[src/rtl/mkd_pkg.sv]
// mkd_pkg: command codes, result record, character constants and the code table
// of the keyed Morse decoder
// no dependencies
package mkd_pkg;

	typedef enum logic [2:0] {
		CMD_RELEASE = 3'd0,
		CMD_LETTER  = 3'd1,
		CMD_WORD    = 3'd2,
		CMD_BACK    = 3'd3,
		CMD_TICK    = 3'd4,
		CMD_FLUSH   = 3'd5
	} cmd_e;

	typedef enum logic [0:0] {
		KIND_APPEND = 1'b0,
		KIND_DELETE = 1'b1
	} kind_e;

	typedef struct packed {
		logic       kind;
		logic [6:0] char_code;
		logic       last;
	} result_t;

	// up to two results written into the output queue per transaction
	typedef struct packed {
		logic [1:0] count;
		result_t    r0;
		result_t    r1;
	} push_t;

	localparam int unsigned RES_FIFO_DEPTH = 4;

	localparam logic [15:0] DASH_THRESHOLD_RESET = 16'd300;
	localparam logic [15:0] LETTER_GAP_RESET     = 16'd1500;
	localparam logic [15:0] COUNT_MAX            = 16'hFFFF;

	localparam logic [6:0] CHAR_UNKNOWN = 7'h3F;
	localparam logic [6:0] CHAR_SPACE   = 7'h20;
	localparam logic [6:0] CHAR_NONE    = 7'h00;

	localparam int unsigned CODE_COUNT   = 36;
	localparam int unsigned CODE_MAX_LEN = 5;

	// bit i set when element i is a dash
	localparam logic [4:0] CODE_BITS [CODE_COUNT] = '{
		5'd2, 5'd1, 5'd5, 5'd1, 5'd0, 5'd4, 5'd3, 5'd0, 5'd0,
		5'd14, 5'd5, 5'd2, 5'd3, 5'd1, 5'd7, 5'd6, 5'd11, 5'd2,
		5'd0, 5'd1, 5'd4, 5'd8, 5'd6, 5'd9, 5'd13, 5'd3,
		5'd31, 5'd30, 5'd28, 5'd24, 5'd16, 5'd0, 5'd1, 5'd3, 5'd7,
		5'd15
	};

	localparam logic [2:0] CODE_LEN [CODE_COUNT] = '{
		3'd2, 3'd4, 3'd4, 3'd3, 3'd1, 3'd4, 3'd3, 3'd4, 3'd2,
		3'd4, 3'd3, 3'd4, 3'd2, 3'd2, 3'd3, 3'd4, 3'd4, 3'd3,
		3'd3, 3'd1, 3'd3, 3'd4, 3'd3, 3'd4, 3'd4, 3'd4,
		3'd5, 3'd5, 3'd5, 3'd5, 3'd5, 3'd5, 3'd5, 3'd5, 3'd5,
		3'd5
	};

	localparam logic [6:0] CODE_CHAR [CODE_COUNT] = '{
		7'h41, 7'h42, 7'h43, 7'h44, 7'h45, 7'h46, 7'h47, 7'h48, 7'h49,
		7'h4A, 7'h4B, 7'h4C, 7'h4D, 7'h4E, 7'h4F, 7'h50, 7'h51, 7'h52,
		7'h53, 7'h54, 7'h55, 7'h56, 7'h57, 7'h58, 7'h59, 7'h5A,
		7'h30, 7'h31, 7'h32, 7'h33, 7'h34, 7'h35, 7'h36, 7'h37, 7'h38,
		7'h39
	};

	// pattern bits above len are always zero, so a full compare is enough
	function automatic logic [6:0] code_lookup(logic [4:0] bits, logic [2:0] len);
		logic [6:0] ch;
		ch = CHAR_UNKNOWN;
		for (int i = 0; i < CODE_COUNT; i++) begin
			if (CODE_BITS[i] == bits && CODE_LEN[i] == len)
				ch = CODE_CHAR[i];
		end
		return ch;
	endfunction

endpackage

[src/rtl/mkd_if.sv]
// mkd_if: valid/ready channel interfaces of the keyed Morse decoder
// command channel in, result channel out; no dependencies
interface mkd_cmd_if;
	logic        valid;
	logic        ready;
	logic [2:0]  command;
	logic [15:0] held_ms;

	modport source(output valid, command, held_ms, input ready);
	modport sink(input valid, command, held_ms, output ready);
endinterface

interface mkd_res_if;
	logic       valid;
	logic       ready;
	logic       kind;
	logic [6:0] char_code;
	logic       last;

	modport source(output valid, kind, char_code, last, input ready);
	modport sink(input valid, kind, char_code, last, output ready);
endinterface

[src/rtl/mkd_res_fifo.sv]
// mkd_res_fifo: small result queue, takes up to two results per cycle and
// drives one per transaction on the result channel
// depends on mkd_pkg and mkd_if
module mkd_res_fifo (
	input  logic          clk,
	input  logic          arst_n,
	input  mkd_pkg::push_t push,
	output logic          room,
	mkd_res_if.source     res
);
	import mkd_pkg::*;

	localparam int unsigned AW = $clog2(RES_FIFO_DEPTH);

	result_t        mem [RES_FIFO_DEPTH];
	logic [AW-1:0]  rd_q;
	logic [AW-1:0]  wr_q;
	logic [AW:0]    cnt_q;
	logic           pop;
	result_t        head;

	assign head          = mem[rd_q];
	assign res.valid     = cnt_q != '0;
	assign res.kind      = head.kind;
	assign res.char_code = head.char_code;
	assign res.last      = head.last;
	assign pop           = res.valid && res.ready;
	// room for a two-result write
	assign room          = cnt_q <= (AW+1)'(RES_FIFO_DEPTH - 2);

	always_ff @(posedge clk) begin
		if (push.count != 2'd0)
			mem[wr_q] <= push.r0;
		if (push.count == 2'd2)
			mem[wr_q + AW'(1)] <= push.r1;
	end

	always_ff @(posedge clk or negedge arst_n) begin
		if (!arst_n) begin
			rd_q  <= '0;
			wr_q  <= '0;
			cnt_q <= '0;
		end else begin
			rd_q  <= rd_q + AW'(pop);
			wr_q  <= wr_q + AW'(push.count);
			cnt_q <= cnt_q + (AW+1)'(push.count) - (AW+1)'(pop);
		end
	end

	a_cnt_bound: assert property (@(posedge clk) disable iff (!arst_n)
		cnt_q <= (AW+1)'(RES_FIFO_DEPTH))
		else $error("result queue overflow");

	a_push_room: assert property (@(posedge clk) disable iff (!arst_n)
		push.count != 2'd0 |-> cnt_q <= (AW+1)'(RES_FIFO_DEPTH - 2))
		else $error("results written without room");
endmodule

[src/rtl/morse_keyed_decoder_top.sv]
// morse_keyed_decoder_top: keyed Morse decoder, builds letters from key events
// and emits decoded characters and deletes
// depends on mkd_pkg, mkd_if and mkd_res_fifo
//
//  channel   dir  payload                      transaction
//  cmd       in   command[2:0], held_ms[15:0]  valid & ready
//  res       out  kind, char_code[6:0], last   valid & ready
//  cfg       in   cfg_index, cfg_wdata[15:0]   cfg_we
//
// one command per cycle while the queue has room: input register, then decode/update logic
// writing the result queue; a result is valid on res once the queue has registered it
// a command causing two results (word space) sends them as two transactions on the result channel
// cmd.ready drops only while a command waits and the 4-entry queue lacks room for two results
// reset clears pattern, timer, text count and restores register defaults
module morse_keyed_decoder_top #(
	parameter int unsigned MAX_ELEMENTS = 8
) (
	input  logic        clk,
	input  logic        arst_n,
	mkd_cmd_if.sink     cmd,
	mkd_res_if.source   res,
	input  logic        cfg_we,
	input  logic        cfg_index,
	input  logic [15:0] cfg_wdata
);
	import mkd_pkg::*;

	localparam int unsigned CW = $clog2(MAX_ELEMENTS + 1);

	logic                    valid_s1;
	logic [2:0]              cmd_s1;
	logic [15:0]             held_s1;

	logic [15:0]             thr_q;
	logic [15:0]             gap_ms_q;
	logic [MAX_ELEMENTS-1:0] pattern_q, pattern_d;
	logic [CW-1:0]           count_q, count_d;
	logic [15:0]             gap_q, gap_d;
	logic                    armed_q, armed_d;
	logic [15:0]             text_q, text_d;

	logic                    room;
	logic                    go;
	push_t                   push;
	logic [6:0]              dec_char;
	logic                    pend;
	logic [15:0]             text_inc1, text_inc2, gap_inc;
	logic [CW-1:0]           count_dec;

	assign go        = valid_s1 && room;
	assign cmd.ready = !valid_s1 || room;

	always_ff @(posedge clk or negedge arst_n) begin
		if (!arst_n)
			valid_s1 <= 1'b0;
		else if (cmd.ready)
			valid_s1 <= cmd.valid;
	end

	always_ff @(posedge clk) begin
		if (cmd.ready && cmd.valid) begin
			cmd_s1  <= cmd.command;
			held_s1 <= cmd.held_ms;
		end
	end

	always_ff @(posedge clk or negedge arst_n) begin
		if (!arst_n) begin
			thr_q    <= DASH_THRESHOLD_RESET;
			gap_ms_q <= LETTER_GAP_RESET;
		end else if (cfg_we) begin
			if (cfg_index)
				gap_ms_q <= cfg_wdata;
			else
				thr_q <= cfg_wdata;
		end
	end

	assign pend      = count_q != '0;
	assign count_dec = count_q - CW'(1);
	assign dec_char  = (count_q > CW'(CODE_MAX_LEN)) ? CHAR_UNKNOWN
		: code_lookup(pattern_q[4:0], count_q[2:0]);
	assign text_inc1 = (text_q == COUNT_MAX) ? text_q : text_q + 16'd1;
	assign text_inc2 = (text_inc1 == COUNT_MAX) ? text_inc1 : text_inc1 + 16'd1;
	assign gap_inc   = (gap_q == COUNT_MAX) ? gap_q : gap_q + 16'd1;

	always_comb begin
		pattern_d  = pattern_q;
		count_d    = count_q;
		gap_d      = gap_q;
		armed_d    = armed_q;
		text_d     = text_q;
		push.count = 2'd0;
		push.r0    = '{kind: KIND_APPEND, char_code: dec_char, last: 1'b1};
		push.r1    = '{kind: KIND_APPEND, char_code: CHAR_SPACE, last: 1'b1};
		if (go) begin
			unique case (cmd_s1)
				CMD_RELEASE: begin
					if (count_q < CW'(MAX_ELEMENTS)) begin
						if (held_s1 >= thr_q)
							pattern_d = pattern_q | (MAX_ELEMENTS'(1) << count_q);
						count_d = count_q + CW'(1);
					end
					gap_d   = '0;
					armed_d = 1'b1;
				end
				CMD_LETTER, CMD_FLUSH: begin
					if (pend) begin
						push.count = 2'd1;
						pattern_d  = '0;
						count_d    = '0;
						text_d     = text_inc1;
					end
				end
				CMD_WORD: begin
					pattern_d = '0;
					count_d   = '0;
					if (pend) begin
						push.count        = 2'd2;
						push.r0.last      = 1'b0;
						text_d            = text_inc2;
					end else begin
						push.count        = 2'd1;
						push.r0.char_code = CHAR_SPACE;
						text_d            = text_inc1;
					end
				end
				CMD_BACK: begin
					if (pend) begin
						count_d   = count_dec;
						pattern_d = pattern_q & ~(MAX_ELEMENTS'(1) << count_dec);
					end else if (text_q != '0) begin
						push.count        = 2'd1;
						push.r0.kind      = KIND_DELETE;
						push.r0.char_code = CHAR_NONE;
						text_d            = text_q - 16'd1;
					end
				end
				CMD_TICK: begin
					if (armed_q) begin
						gap_d = gap_inc;
						// idle timeout decodes the pending letter once
						if (pend && gap_inc > gap_ms_q) begin
							push.count = 2'd1;
							pattern_d  = '0;
							count_d    = '0;
							text_d     = text_inc1;
							armed_d    = 1'b0;
						end
					end
				end
				default: ;
			endcase
		end
	end

	always_ff @(posedge clk or negedge arst_n) begin
		if (!arst_n) begin
			pattern_q <= '0;
			count_q   <= '0;
			gap_q     <= '0;
			armed_q   <= 1'b0;
			text_q    <= '0;
		end else begin
			pattern_q <= pattern_d;
			count_q   <= count_d;
			gap_q     <= gap_d;
			armed_q   <= armed_d;
			text_q    <= text_d;
		end
	end

	mkd_res_fifo u_res_fifo (
		.clk    (clk),
		.arst_n (arst_n),
		.push   (push),
		.room   (room),
		.res    (res)
	);

	a_count_bound: assert property (@(posedge clk) disable iff (!arst_n)
		count_q <= CW'(MAX_ELEMENTS))
		else $error("element count beyond limit");

	a_pattern_clean: assert property (@(posedge clk) disable iff (!arst_n)
		(pattern_q >> count_q) == '0)
		else $error("stale dash bits above pending elements");

	a_timeout_emits: assert property (@(posedge clk) disable iff (!arst_n)
		$fell(armed_q) |-> $past(push.count) == 2'd1)
		else $error("timer disarmed without a decoded character");
endmodule

[src/flat_wrapper.sv]
// flat-port wrapper written by rule: the top's interface ports become plain ports
module morse_keyed_decoder_top_flat import mkd_pkg::*;
#(
	parameter int unsigned MAX_ELEMENTS = 8
)
  (clk, arst_n, cfg_we, cfg_index, cfg_wdata, cmd_valid, cmd_command, cmd_held_ms, cmd_ready, res_valid, res_kind, res_char_code, res_last, res_ready);
  mkd_cmd_if cmd_i ();
  mkd_res_if res_i ();
  input  logic clk;
  input  logic arst_n;
  input  logic cfg_we;
  input  logic cfg_index;
  input  logic [15:0] cfg_wdata;
  input wire logic [$bits(cmd_i.valid)-1:0] cmd_valid;
  input wire logic [$bits(cmd_i.command)-1:0] cmd_command;
  input wire logic [$bits(cmd_i.held_ms)-1:0] cmd_held_ms;
  output wire logic [$bits(cmd_i.ready)-1:0] cmd_ready;
  output wire logic [$bits(res_i.valid)-1:0] res_valid;
  output wire logic [$bits(res_i.kind)-1:0] res_kind;
  output wire logic [$bits(res_i.char_code)-1:0] res_char_code;
  output wire logic [$bits(res_i.last)-1:0] res_last;
  input wire logic [$bits(res_i.ready)-1:0] res_ready;
  assign cmd_i.valid = cmd_valid;
  assign cmd_i.command = cmd_command;
  assign cmd_i.held_ms = cmd_held_ms;
  assign cmd_ready = cmd_i.ready;
  assign res_valid = res_i.valid;
  assign res_kind = res_i.kind;
  assign res_char_code = res_i.char_code;
  assign res_last = res_i.last;
  assign res_i.ready = res_ready;
  morse_keyed_decoder_top #(.MAX_ELEMENTS(MAX_ELEMENTS)) u_core (.clk(clk), .arst_n(arst_n), .cmd(cmd_i), .res(res_i), .cfg_we(cfg_we), .cfg_index(cfg_index), .cfg_wdata(cfg_wdata));
endmodule
[config.mk]
export PLATFORM = sky130hd
export DESIGN_NAME = morse_keyed_decoder_top_flat
export DESIGN_NICKNAME = d
export VERILOG_FILES = /design/src/rtl/mkd_pkg.sv /design/src/rtl/mkd_if.sv /design/src/rtl/mkd_res_fifo.sv /design/src/rtl/morse_keyed_decoder_top.sv /design/src/flat_wrapper.sv
export SDC_FILE = /design/constraint.sdc
export NUM_CORES = 1
export LEC_CHECK = 0
export ABC_AREA = 0
export ABC_CLOCK_PERIOD_IN_PS = 6230
export BUFFER_PORTS_ARGS = -buffer_cell sky130_fd_sc_hd__buf_2
export CORE_MARGIN = 1
export CORE_UTILIZATION = 40
export DETAILED_ROUTE_END_ITERATION = 8
export REMOVE_ABC_BUFFERS = 1
export SLEW_MARGIN = 20
export SYNTH_ARGS = -nofsm -noshare
export SYNTH_HDL_FRONTEND = slang
export SYNTH_SLANG_ARGS = --single-unit
[constraint.sdc]
create_clock -name clk -period 6.23 [get_ports clk]
set_clock_uncertainty 0.15 [all_clocks]
set_input_delay 0.3115 -clock clk [delete_from_list [all_inputs] [get_ports clk]]
set_output_delay 0.3115 -clock clk [all_outputs]
set_load 0.03 [all_outputs]
Yosys cells after proc, flatten, opt, wreduce, memory -nomap -nowiden
Memories as Yosys holds them, arrays and structs flattened.
Cells that the tools add are included.

word-level totals
  register bits = 104
  memory bits (writable) = 36
  bits of input ports = 41
  output and inout bits = 11
  logic and storage cells = 217
  memories kept = 1

operators by class
  $add $sub $neg = 11
  order comparisons = 5
  eq/ne operators = 40
  shifts and indexed selects = 2
  multiplexer cells = 82
  bitwise gates (word level) = 4
  reduce and logical (&&, ||, !) cells = 59

memories
  memory                 depth  width  rd ports  clocked after Yosys merged registers in  write ports  RTL line            source
  u_core.u_res_fifo.mem  4      9      1         0                                        2            mkd_res_fifo.sv:15  result_t mem [RES_FIFO_DEPTH];

operators with widths
  kind                   count
  $mux 7                 38
  $mux 16                10
  $pmux 16 s4            1
  $add 16x1->16 const B  3
  $eq 16x16->1 const B   3
  $mux 8                 6
  $logic_and 1x1->1      40
  $pmux 8 s5             1
  $pmux 16 s2            1
  $eq 4x5->1 const A     6
  $eq 5x5->1 const A     5
  $eq 3x5->1 const A     4
  $mux 4                 5
  $pmux 4 s5             1
  $mux 9                 2
  $ge 16x16->1           1
  $gt 16x16->1           1
  $reduce_bool 16->1     1
  $shl 1x4->8 const A    2
  $sub 16x1->16 const B  1
  $ne 2x1->1 const B     7
  $pmux 7 s2             1
  $reduce_and 7->1       2
  $mux 1                 11
  other kinds (40)       50

Depth between registers and ports, before layout
Gate-level depths: netlist of the first run.

  depth after elaboration = 46
  mapped depth = 24

Modules after synthesis
A second synthesis of the first run with hierarchy kept.

second synthesis, totals
  cell total of the unflattened synthesis = 1020
  area total of the unflattened synthesis = 9600.5 um^2

modules (own cells, without submodules)
  module                   times used  cells each  area each (um^2)  seq. area each (um^2)
  morse_keyed_decoder_top  1           893         7385.8            2461.1
  mkd_res_fifo             1           127         2214.6            1256.2

Least setup slack after synthesis of the first run
No wires, ideal clock.

  kind = reg-to-reg
  start = register u_core.gap_q[4]
  end = register u_core.u_res_fifo.cnt_q[2]
  library setup time = 0.123 ns
  data arrival time = 5.019 ns
  setup slack = 0.938 ns
  stages on the path, launching flop included = 24
  buffers on the path = 2
  cell sequence = dfrtp_1 -> clkbuf_1 -> and4_1 -> and2_1 -> and4_1 -> and4_1 -> clkbuf_1 -> nor4b_1 -> xor2_1 -> ha_1 -> nand2_1 -> or4_1 -> or3_1 -> and3_1 -> a21boi_2 -> nor2_1 -> inv_1 -> ha_1 -> inv_1 -> ha_1 -> inv_1 -> fa_1 -> xor2_1 -> xnor2_1

between the ends
  longest elaborated chain between the ends = 10

RTL lines
  item                                           RTL line                        source
  start: declaration                             morse_keyed_decoder_top.sv:38   logic [15:0] gap_q, gap_d;
  start signal: assignment                       morse_keyed_decoder_top.sv:167  gap_q <= gap_d;
  $add 16x1->16 or $eq 16x16->1 (tied branches)  morse_keyed_decoder_top.sv:85   assign gap_inc = (gap_q == COUNT_MAX) ? gap_q : gap_q + 16'd1;
  $mux 16 (*)                                    morse_keyed_decoder_top.sv:85
  $gt 16x16->1 (*)                               morse_keyed_decoder_top.sv:143  if (pend && gap_inc > gap_ms_q) begin
  $logic_and 1x1->1 (*)                          morse_keyed_decoder_top.sv:143
  $mux 1 (*)                                     morse_keyed_decoder_top.sv:143
  $mux 2 (*)                                     morse_keyed_decoder_top.sv:140  if (armed_q) begin
  $pmux 2 s4 (*)                                 morse_keyed_decoder_top.sv:97   unique case (cmd_s1)
  $mux 11 (*)                                    morse_keyed_decoder_top.sv:96   if (go) begin
  $add 3x2->3 (*)                                mkd_res_fifo.sv:46              cnt_q <= cnt_q + (AW+1)'(push.count) - (AW+1)'(pop);
  $sub 3x1->3 (*)                                mkd_res_fifo.sv:46
  end signal: assignment                         mkd_res_fifo.sv:46
  end: declaration                               mkd_res_fifo.sv:18              logic [AW:0] cnt_q;

Every way passes the cells marked *; elsewhere a longest branch is shown, timed or not.
A chain may end at the register's enable or synchronous reset.

==> flow_summary.yaml, run 1 <==
logic_synthesis:
  synth_common_cells: "108 x o21ai_0, 84 x nand2_1, 82 x a21oi_1"
  netlist_instances: 1073
  synth_top_area_frac: 0.190
  ys.flop_type: "dfrtp_1"
  ys_async_sr_fraction: 0.599
  synth_top_area_cell: "dfrtp_1"
  synth_edf_count: 19
  synth.most_common_cell: "o21ai_0"
  netlist_area_um2: 9340
  yosysUniqueCellTypes: 86
  yosysSeqAreaShare: 0.359
  synth.area.top_cells: "dfrtp_1 19%, dfxtp_1 7.7%, ha_1 7.0%"
  avgSynthCellArea_um2: 8.71
  synth_seq_cells: 137
  yosys_warnings: 0
sta:
  tns_ns: 0
  tightest_slew_ns: 1.07
  rsz0062_at_grt: "false"
  setup_violations: 0
  final_max_slew_viol_count: 0
  timing.fmax_ghz: 0.184
  relSlewSlack: 0.284
  post-route-min-period_ns: 5.45
  hold_viol: 0
  fin_crit_sh: 0.874
  whs_ns: 0.132
worst_setup_path:
  endpoint_kind: "flip-flop"
  start_kind: "flip-flop"
  crit_fanout: 54
  crit_start: "u_core.gap_q[4]$_DFFE_PN0P_"
  cp.required_ns: 6.36
  arrival_ns: 5.57
  worst_r2r_startpoint: "u_core.gap_q[4]$_DFFE_PN0P_"
  critPathKind: "reg2reg"
worst_hold_path:
  worstHoldStart: "cfg_index"
  hp-class: "in2reg"
clock_tree:
  htree_levels: 4
  clk_latency_ns: 0.42
  cts_tree: "yes"
  ctsRootBufferMaster: "clkbuf_16"
  numCtsBuffers: 17
  cts_buffer_depth: 2
  clk_pin_slew_ns: 0.06
  cts_resized: 0
  clock-sinks: 137
die:
  die_area_um2: 24000
  dieWidth_um: 155
  coreArea_um2: 22800
  floorplan.initialDensity: 0.410
  rows: 55
  die_y_um: 155
  io_pins: 52
power_and_ir_drop:
  leakagePower_nw: 4.43
  power_density_nw_per_um2: 423
  intPower_mw: 2.57
  pwr-share-seq: 0.356
  p_switching_mw: 1.97
  clkPwrFrac: 0.227
  pwr-share-comb: 0.417
  finalPower_mw: 4.55
  peakVddDrop_uv: 166
  power.share.switching: 0.434
layout:
  final_area_um2: 10700
  fill_cells: 2190
  areaGrowthSynthToFinish_pct: 15.0
  drive_gt1_frac: 0.131
  layout.cells.non_filler: 1448
  nNetsFinal: 1215
place:
  io_buffers: 51
  hpwl_mm: 17.5
  gp_congestion: 0.932
  placedCellCount: 1378
  placed_area_um2: 9780
grt:
  first_global_vias: 8034
  grt_max_degree: 62
  antenna_found_initial: 1
  grt_pass1_wl_mm: 41.9
  gr-total-overflow: 0
  grt_use_total: 0.218
drt:
  ant_nets: 0
  num_vias: 8343
  drc: 0
  vias_per_cell: 5.76
  wl_per_cell_um: 17.5
  finalWirelength_mm: 25.3
  drtPass1Iterations: 5
  first_iter_violations: 635
job:
  cap_violations: 0
status:
  status: "complete, no violations"
through the flow:
| step | worst slack, ns | util |
|---|---|---|
| final | 0.784 | 0.472 |
| after global routing | 0.481 | 0.472 |
| after CTS | 0.803 | 0.472 |
| after detailed placement | 0.834 | 0.429 |
| after global placement | 0.914 | 0.429 |
| after floorplan | 0.279 | - |
worst paths after layout:
path	endpoint	slack [ns]	cells past startpoint
worst max-delay path	u_core.u_res_fifo.mem[0][6]$_SDFFE_PP1P_	0.78	16
worst min-delay path	u_core.thr_q[2]$_DFFE_PN1P_	0.13	4
worst max register to register	u_core.u_res_fifo.mem[0][6]$_SDFFE_PP1P_	0.78	16
worst min register to register	u_core.u_res_fifo.mem[0][3]$_SDFFE_PP0P_	0.32	1
max in group asynchronous	u_core.u_res_fifo.wr_q[1]$_DFF_PN0_	4.65	3
min in group asynchronous	u_core.gap_ms_q[0]$_DFFE_PN0P_	0.18	2
flip-flops by register name, indices dropped and copies added (netlist names):
name,cells
u_core.u_res_fifo.mem,36
u_core.gap_ms_q,16
u_core.gap_q,16
u_core.held_s1,16
u_core.text_q,16
u_core.thr_q,16
u_core.pattern_q,5
u_core.count_q,4
u_core.cmd_s1,3
u_core.u_res_fifo.cnt_q,3
u_core.u_res_fifo.rd_q,2
u_core.u_res_fifo.wr_q,2
u_core.armed_q,1
u_core.valid_s1,1
metal layers:
metal  part of all wire  global-route usage
met2               0.47               0.348
met4              0.016              0.0684
met3              0.041              0.0336
met5                  0                   0
met1               0.47               0.302
power groups by stage:
| stage | Sequential [mW] | Clock, mW | Combinational (mW) |
|---|---|---|---|
| after floorplan | 1.48 | 0 | 1.43 |
| after global placement | 1.62 | 0 | 1.83 |
| after detailed placement | 1.62 | 0 | 1.86 |
| after CTS | 1.61 | 1.05 | 1.89 |
| after global routing | 1.67 | 1.09 | 2.11 |
| final | 1.62 | 1.03 | 1.90 |
what timing repair did:
action                     CTS  global route
hold buffers                37             0
hold endpoints to repair    68             0
setup buffers                0             0
setup endpoints to repair    0             0
critical path, cell delays in order, from the launching register on:
cell and delay [ns]:
dfrtp_1 0.47, and4_1 0.24, and2_1 0.21, and4_1 0.26, and4_1 0.27, nor4b_1 0.54
xor2_1 0.15, ha_1 0.32, nand2_1 0.06, or4_1 0.55, or3_1 0.42, and3_1 0.22
a21boi_4 0.19, buf_4 0.48, nor3_1 0.24, a21oi_2 0.38, a22oi_1 0.14
cell families (layout without fill, tap and decap cells):
logic type | Yosys count | in the layout | share of synthesized area
mux | 38 | 38 | 0.0558
simple gates | 334 | 334 | 0.185
xor+xnor | 27 | 27 | 0.0253
buf+inv | 127 | 188 | 0.0537
other cells | 0 | 1 | 0
fa+ha+maj | 53 | 53 | 0.0718
compound gates | 357 | 357 | 0.249
flops | 137 | 137 | 0.359
cell type report:
type	count	area [um^2]	share of cell area
sequential	137	3360	0.312
inverter	64	240	0.0224
antenna	1	2.50	0.000233
clock inverter	14	163	0.0151
clock buffer	18	429	0.0399
multi-input combinational	809	5510	0.512
timing repair buffer	92	658	0.0612
tap	313	392	0.0364
placed cells by master, fill, tap and decap left out, drive strengths merged, types with 14 or more instances in the layout:
master	synthesis	layout
and3	22	22
a22o	23	23
dfxtp	36	36
inv	64	70
dlygate4sd3	0	37
a21oi	84	84
xnor2	19	19
ha	52	52
nand2	84	84
mux2	20	20
nand2b	17	17
nand4	20	20
clkbuf	51	18
nor3	31	31
nor4	16	16
o31ai	14	14
edfxtp	19	19
dfrtp	71	71
nor2	63	63
buf	12	55
o21ai	112	112
nand3	29	29
Power figures use the tool's default switching activity.
==> inputs of run 2 (changes only) <==
--- a/config.mk
+++ b/config.mk
@@ -9,9 +9,9 @@
 export ABC_CLOCK_PERIOD_IN_PS = 6230
 export BUFFER_PORTS_ARGS = -buffer_cell sky130_fd_sc_hd__buf_2
 export CORE_MARGIN = 1
-export CORE_UTILIZATION = 40
+export CORE_UTILIZATION = 50
 export DETAILED_ROUTE_END_ITERATION = 8
-export REMOVE_ABC_BUFFERS = 1
+export PLACE_DENSITY = 0.67
 export SLEW_MARGIN = 20
 export SYNTH_ARGS = -nofsm -noshare
 export SYNTH_HDL_FRONTEND = slang
==> run 2 against run 1 <==
Compared with the run above: the run now ends with design-rule violations left; non-clock buffer count rose by 4; global-route usage is 5.3 points higher; cell area down 0.78%; critical path type unchanged; critical endpoint unchanged; highest routed layer unchanged.
==> flow_summary.yaml, run 2 (synthesis gave the netlist of run 1 again) <==
die:
  dieWidth_um: 139
  die_y_um: 139
  die_area_um2: 19200
  coreArea_um2: 18100
  floorplan.initialDensity: 0.515
  rows: 49
  io_pins: 52
power_and_ir_drop:
  leakagePower_nw: 4.46
  finalPower_mw: 4.53
  power_density_nw_per_um2: 425
  peakVddDrop_uv: 249
clock_tree:
  post_cts_buffers: 0
  htree_levels: 4
  numCtsBuffers: 17
  cts_tree: "yes"
  cts_buffer_depth: 2
  clk_pin_slew_ns: 0.07
  ctsRootBufferMaster: "clkbuf_16"
  clock-sinks: 137
  clk_latency_ns: 0.44
sta:
  timing.fmax_ghz: 0.183
  setup_slack_ns: 0.752
  rsz0062_at_grt: "false"
  relSlewSlack: 0.401
  post-route-min-period_ns: 5.48
  fin_crit_sh: 0.879
  hold_viol: 0
  setup_violations: 0
  tightest_slew_ns: 0.895
  final_max_slew_viol_count: 0
  tns_ns: 0
  whs_ns: 0.113
worst_setup_path:
  critPathKind: "reg2reg"
  start_kind: "flip-flop"
  arrival_ns: 5.61
  crit_fanout: 54
  endpoint_kind: "flip-flop"
  cp.required_ns: 6.36
  r2r_slack_ns: 0.75
layout:
  drive_gt1_frac: 0.134
  areaGrowthSynthToFinish_pct: 14.1
  diodes: 0
  largest_reg_flops: 36
  regMostFlops: "u_core.u_res_fifo.mem"
  fin_util: 0.588
  nNetsFinal: 1219
  fill_cells: 1588
  final_common_cell: "o21ai_0"
  layout_common_cells: "108 x o21ai_0, 84 x nand2_1, 82 x a21oi_1, 71 x dfrtp_1, 64 x inv_1"
grt:
  antenna_found_initial: 0
  grt_max_degree: 61
  first_global_vias: 8107
  gr-total-overflow: 0
  grt_pass1_wl_mm: 41.8
  grt_use_total: 0.271
drt:
  finalWirelength_mm: 25.0
  first_iter_violations: 858
  ant_nets: 0
  num_vias: 8534
  drc: 2
  vias_per_cell: 6.24
  wl_per_cell_um: 18.3
  drtPass1Iterations: 7
place:
  pre_cts_ws_ns: 0.803
  gp_congestion: 0.907
  io_buffers: 51
  hpwl_mm: 17.1
worst_hold_path:
  hp-class: "in2reg"
status:
  violations: "design-rule violations"
  status: "complete, but fails checks"
logic_synthesis:
  synth_nets: 1167
job:
  cap_violations: 0
[run 2: cell types whose count changed in the layout (fill, tap and decap cells not counted), moves of 2 or more]
cell      previous run  this run
buf_4                5         9
inv_6                4         7
clkinv_4             3         1
clkinv_8             0         2
[run 2: worst paths after layout]
kind | startpoint | to | cells past startpoint
setup / recovery | u_core.gap_q[4]$_DFFE_PN0P_ | u_core.u_res_fifo.mem[0][6]$_SDFFE_PP1P_ | 16
max in group asynchronous | arst_n | u_core.u_res_fifo.wr_q[1]$_DFF_PN0_ | 3
setup reg to reg | u_core.gap_q[4]$_DFFE_PN0P_ | u_core.u_res_fifo.mem[0][6]$_SDFFE_PP1P_ | 16
min in group asynchronous | arst_n | u_core.gap_q[2]$_DFFE_PN0P_ | 2
hold / removal | res_ready | u_core.u_res_fifo.rd_q[0]$_DFF_PN0_ | 3
hold reg to reg | u_core.u_res_fifo.mem[0][2]$_SDFFE_PP0P_ | u_core.u_res_fifo.mem[0][2]$_SDFFE_PP0P_ | 1
[run 2: layout make-up]
type,instances,area [um^2],share of cell area
clock buffer,17,425,0.0399
clock inverter,15,174,0.0163
inverter,64,240,0.0225
multi-input combinational,809,5490,0.515
sequential,137,3360,0.315
tap,229,287,0.0269
timing repair buffer,96,688,0.0645
[run 2: worst max-delay path, stage by stage (launching register included)]
cell and delay (ns):
dfrtp_1 0.47, and4_1 0.25, and2_1 0.21, and4_1 0.26, and4_1 0.27, nor4b_1 0.52, xor2_1 0.15, ha_1 0.32
nand2_1 0.06, or4_1 0.53, or3_1 0.41, and3_1 0.22, a21boi_4 0.19, buf_4 0.47, nor3_1 0.26, a21oi_2 0.40
a22oi_1 0.16
[run 2: power by group]
group	internal (mW)	switching, mW
logic	0.779	1.11
clock network	0.573	0.464
registers	1.19	0.421
total	2.54	1.99
[run 2: stage by stage]
stage	area [um^2]	std cells
finish	10700	1367
detailed placement	9690	1298
global placement	9690	1298
CTS	10700	1367
floorplan	9340	1073
global route	10700	1367
[run 2: repair_timing]
action	in CTS	in global routing
hold buffers	37	0
gates resized for setup	0	0
endpoints found under the hold margin	72	0
[run 2: per-layer routing]
layer  GRT usage  vias up  part of all wire
met1       0.376     4081              0.47
li1            -     4106                 -
met5           0        -                 0
met4      0.0883        0             0.022
met2       0.424      296              0.45
met3      0.0542       51             0.058
==> inputs of run 3 (changes only) <==
--- a/config.mk
+++ b/config.mk
@@ -6,12 +6,12 @@
 export NUM_CORES = 1
 export LEC_CHECK = 0
 export ABC_AREA = 0
-export ABC_CLOCK_PERIOD_IN_PS = 6230
+export ABC_CLOCK_PERIOD_IN_PS = 4650
 export BUFFER_PORTS_ARGS = -buffer_cell sky130_fd_sc_hd__buf_2
 export CORE_MARGIN = 1
 export CORE_UTILIZATION = 50
 export DETAILED_ROUTE_END_ITERATION = 8
-export PLACE_DENSITY = 0.67
+export PLACE_DENSITY = 0.7
 export SLEW_MARGIN = 20
 export SYNTH_ARGS = -nofsm -noshare
 export SYNTH_HDL_FRONTEND = slang
==> constraint.sdc (replaced) <==
create_clock -name clk -period 4.65 [get_ports clk]
set_clock_uncertainty 0.15 [all_clocks]
set_input_delay 0.2325 -clock clk [delete_from_list [all_inputs] [get_ports clk]]
set_output_delay 0.2325 -clock clk [all_outputs]
set_load 0.03 [all_outputs]
==> run 3 against run 2 <==
Compared with the run above: the flow finishes with violations (design-rule violations, negative setup slack); hold slack got worse by 0.034 ns; largest power group unchanged; largest cell class unchanged; critical path depth rose by 5; sequential share of layout area fell by 0.95 points; first-iteration DRC count rose by 2.8%.
==> flow_summary.yaml, run 3 (synthesis gave the netlist of run 1 again) <==
sta:
  relSlewSlack: 0.383
  final_max_slew_viol_count: 0
  setup_slack_ns: -0.00558
  timing.fmax_ghz: 0.215
  whs_ns: 0.0792
  post-route-min-period_ns: 4.66
  setup_violations: 1
  hold_viol: 0
  rsz0062_at_grt: "true"
  fin_crit_sh: 1.00
  tightest_slew_ns: 0.926
grt:
  busiest_layer: "met2"
  grt_util_met1: 0.386
  first_global_vias: 8386
  use_met2: 0.428
  grt_pass1_wl_mm: 42.7
  gr-total-overflow: 0
  met3_usage: 0.0511
  grt_max_degree: 55
  antenna_found_initial: 1
  grt_use_total: 0.276
clock_tree:
  clk_pin_slew_ns: 0.07
  cts_tree: "yes"
  numCtsBuffers: 17
  ctsRootBufferMaster: "clkbuf_16"
  htree_levels: 4
  clock-sinks: 137
  clk_latency_ns: 0.43
  cts_buffer_depth: 2
worst_setup_path:
  critPathKind: "reg2reg"
  critPathMaxStageDelay_ns: 0.50
  reg2reg_depth: 21
  cpLargestDelayFamily: "simple AND/OR/NAND/NOR gates"
  r2r_slack_ns: -0.006
  crit_fanout: 3
  arrival_ns: 4.82
  cp_slowest_cell: "or4_4"
  r2r-end: "u_core.u_res_fifo.cnt_q[2]$_DFF_PN0_"
  cp.required_ns: 4.82
  endpoint_kind: "flip-flop"
  path_cells: "and4_1, and2_4, and4_4, and4_4, nor4b_4, xor2_1, ha_1, nand2_1, or4_4, or3_4, and3_4, a21boi_4, nor2_2, inv_1, ha_1, inv_1, ha_2, inv_2, fa_2, xor2_2, xnor2_1"
  worst_r2r_startpoint: "u_core.gap_q[5]$_DFFE_PN0P_"
  crit_buf_inv: 3
  path_depth: 21
  start_kind: "flip-flop"
place:
  io_buffers: 51
  placedCellCount: 1331
  hpwl_mm: 17.1
  placed_area_um2: 9970
  gp_congestion: 0.941
layout:
  layout_common_cells: "108 x o21ai_0, 84 x nand2_1, 82 x a21oi_1, 71 x dfrtp_1, 62 x inv_1"
  layout.cells.non_filler: 1405
  final_area_um2: 11000
  final_common_cell: "o21ai_0"
  areaGrowthSynthToFinish_pct: 17.7
  regMostFlops: "u_core.u_res_fifo.mem"
  largest_reg_flops: 36
  nNetsFinal: 1256
  drive_gt1_frac: 0.175
drt:
  first_iter_violations: 882
  ant_nets: 0
  drc: 2
  drtPass1Iterations: 7
  num_vias: 8757
  wl_per_cell_um: 18.1
  vias_per_cell: 6.23
  finalWirelength_mm: 25.5
job:
  cap_violations: 0
status:
  violations: "design-rule violations, negative setup slack"
  status: "complete, but fails checks"
power_and_ir_drop:
  leakagePower_nw: 4.64
  intPower_mw: 3.40
  pwr-share-comb: 0.428
  peakVddDrop_uv: 361
  pwr-share-seq: 0.351
  power_density_nw_per_um2: 556
  clkPwrFrac: 0.220
  p_switching_mw: 2.72
  finalPower_mw: 6.12
  power.share.switching: 0.444
die:
  die_area_um2: 19200
  die_y_um: 139
  rows: 49
  dieWidth_um: 139
  coreArea_um2: 18100
  io_pins: 52
  floorplan.initialDensity: 0.515
logic_synthesis:
  synth_nets: 1167
worst_hold_path:
  whs_endpoint: "u_core.u_res_fifo.rd_q[0]$_DFF_PN0_"
  worstHoldStart: "res_ready"
  hold_depth: 3
  hp-class: "in2reg"
[run 3: power groups by stage]
stage | Sequential, mW | Combinational [mW] | Clock [mW]
after CTS | 2.13 | 2.57 | 1.36
after detailed placement | 2.14 | 2.53 | 0
after floorplan | 1.79 | 2.21 | 0
final | 2.15 | 2.62 | 1.35
after global placement | 2.14 | 2.49 | 0
after global routing | 2.21 | 2.93 | 1.42
[run 3: metal layers]
metal | vias to the layer above | routed length, um
met5 | - | 0
met4 | 0 | 621
met3 | 63 | 1290
met2 | 312 | 11800
met1 | 4197 | 11800
li1 | 4185 | -
[run 3: worst max-delay path by stage]
stage	start	endpoint	slack (ns)
after global routing	u_core.gap_q[5]$_DFFE_PN0P_	u_core.u_res_fifo.cnt_q[2]$_DFF_PN0_	-0.21
after global placement	u_core.gap_q[7]$_DFFE_PN0P_	u_core.u_res_fifo.cnt_q[2]$_DFF_PN0_	0.004
after detailed placement	u_core.gap_q[7]$_DFFE_PN0P_	u_core.u_res_fifo.cnt_q[2]$_DFF_PN0_	-0.05
after CTS	u_core.gap_q[7]$_DFFE_PN0P_	u_core.u_res_fifo.cnt_q[2]$_DFF_PN0_	0.07
after floorplan	u_core.gap_q[4]$_DFFE_PN0P_	u_core.u_res_fifo.cnt_q[2]$_DFF_PN0_	-0.17
final	u_core.gap_q[5]$_DFFE_PN0P_	u_core.u_res_fifo.cnt_q[2]$_DFF_PN0_	-0.006
[run 3: what timing repair did]
action	CTS	global route
resized for setup	5	8
pin swaps	2	13
setup endpoints to repair	13	33
setup buffers	0	4
hold buffers	37	0
gates cloned	0	0
endpoints found under the hold margin	88	0
[run 3: tightest hold or removal path: cells and delay by family]
family | cells | cell delay [ns]
and+or+nand+nor | 1 | 0.18
adders and majority gates | 1 | 0.14
buffers and inverters | 1 | 0.07
[run 3: per-stage QoR]
stage,setup TNS (ns),utilization,worst slack [ns]
detailed placement,-0.0552,0.550,-0.0530
finish,-0.00558,0.606,-0.00558
CTS,0,0.603,0.0697
global placement,0,0.550,0.00442
global route,-0.294,0.606,-0.211
floorplan,-0.287,-,-0.175
[run 3: layout make-up]
class                   instances  area (um^2)
well taps                     229          287
multi-input cells             809         5560
clock inverters                15          156
inverters                      64          240
fillers                      1541         7150
repair buffers                133          970
clock buffers                  17          425
flip-flops and latches        137         3360
diodes                          1         2.50
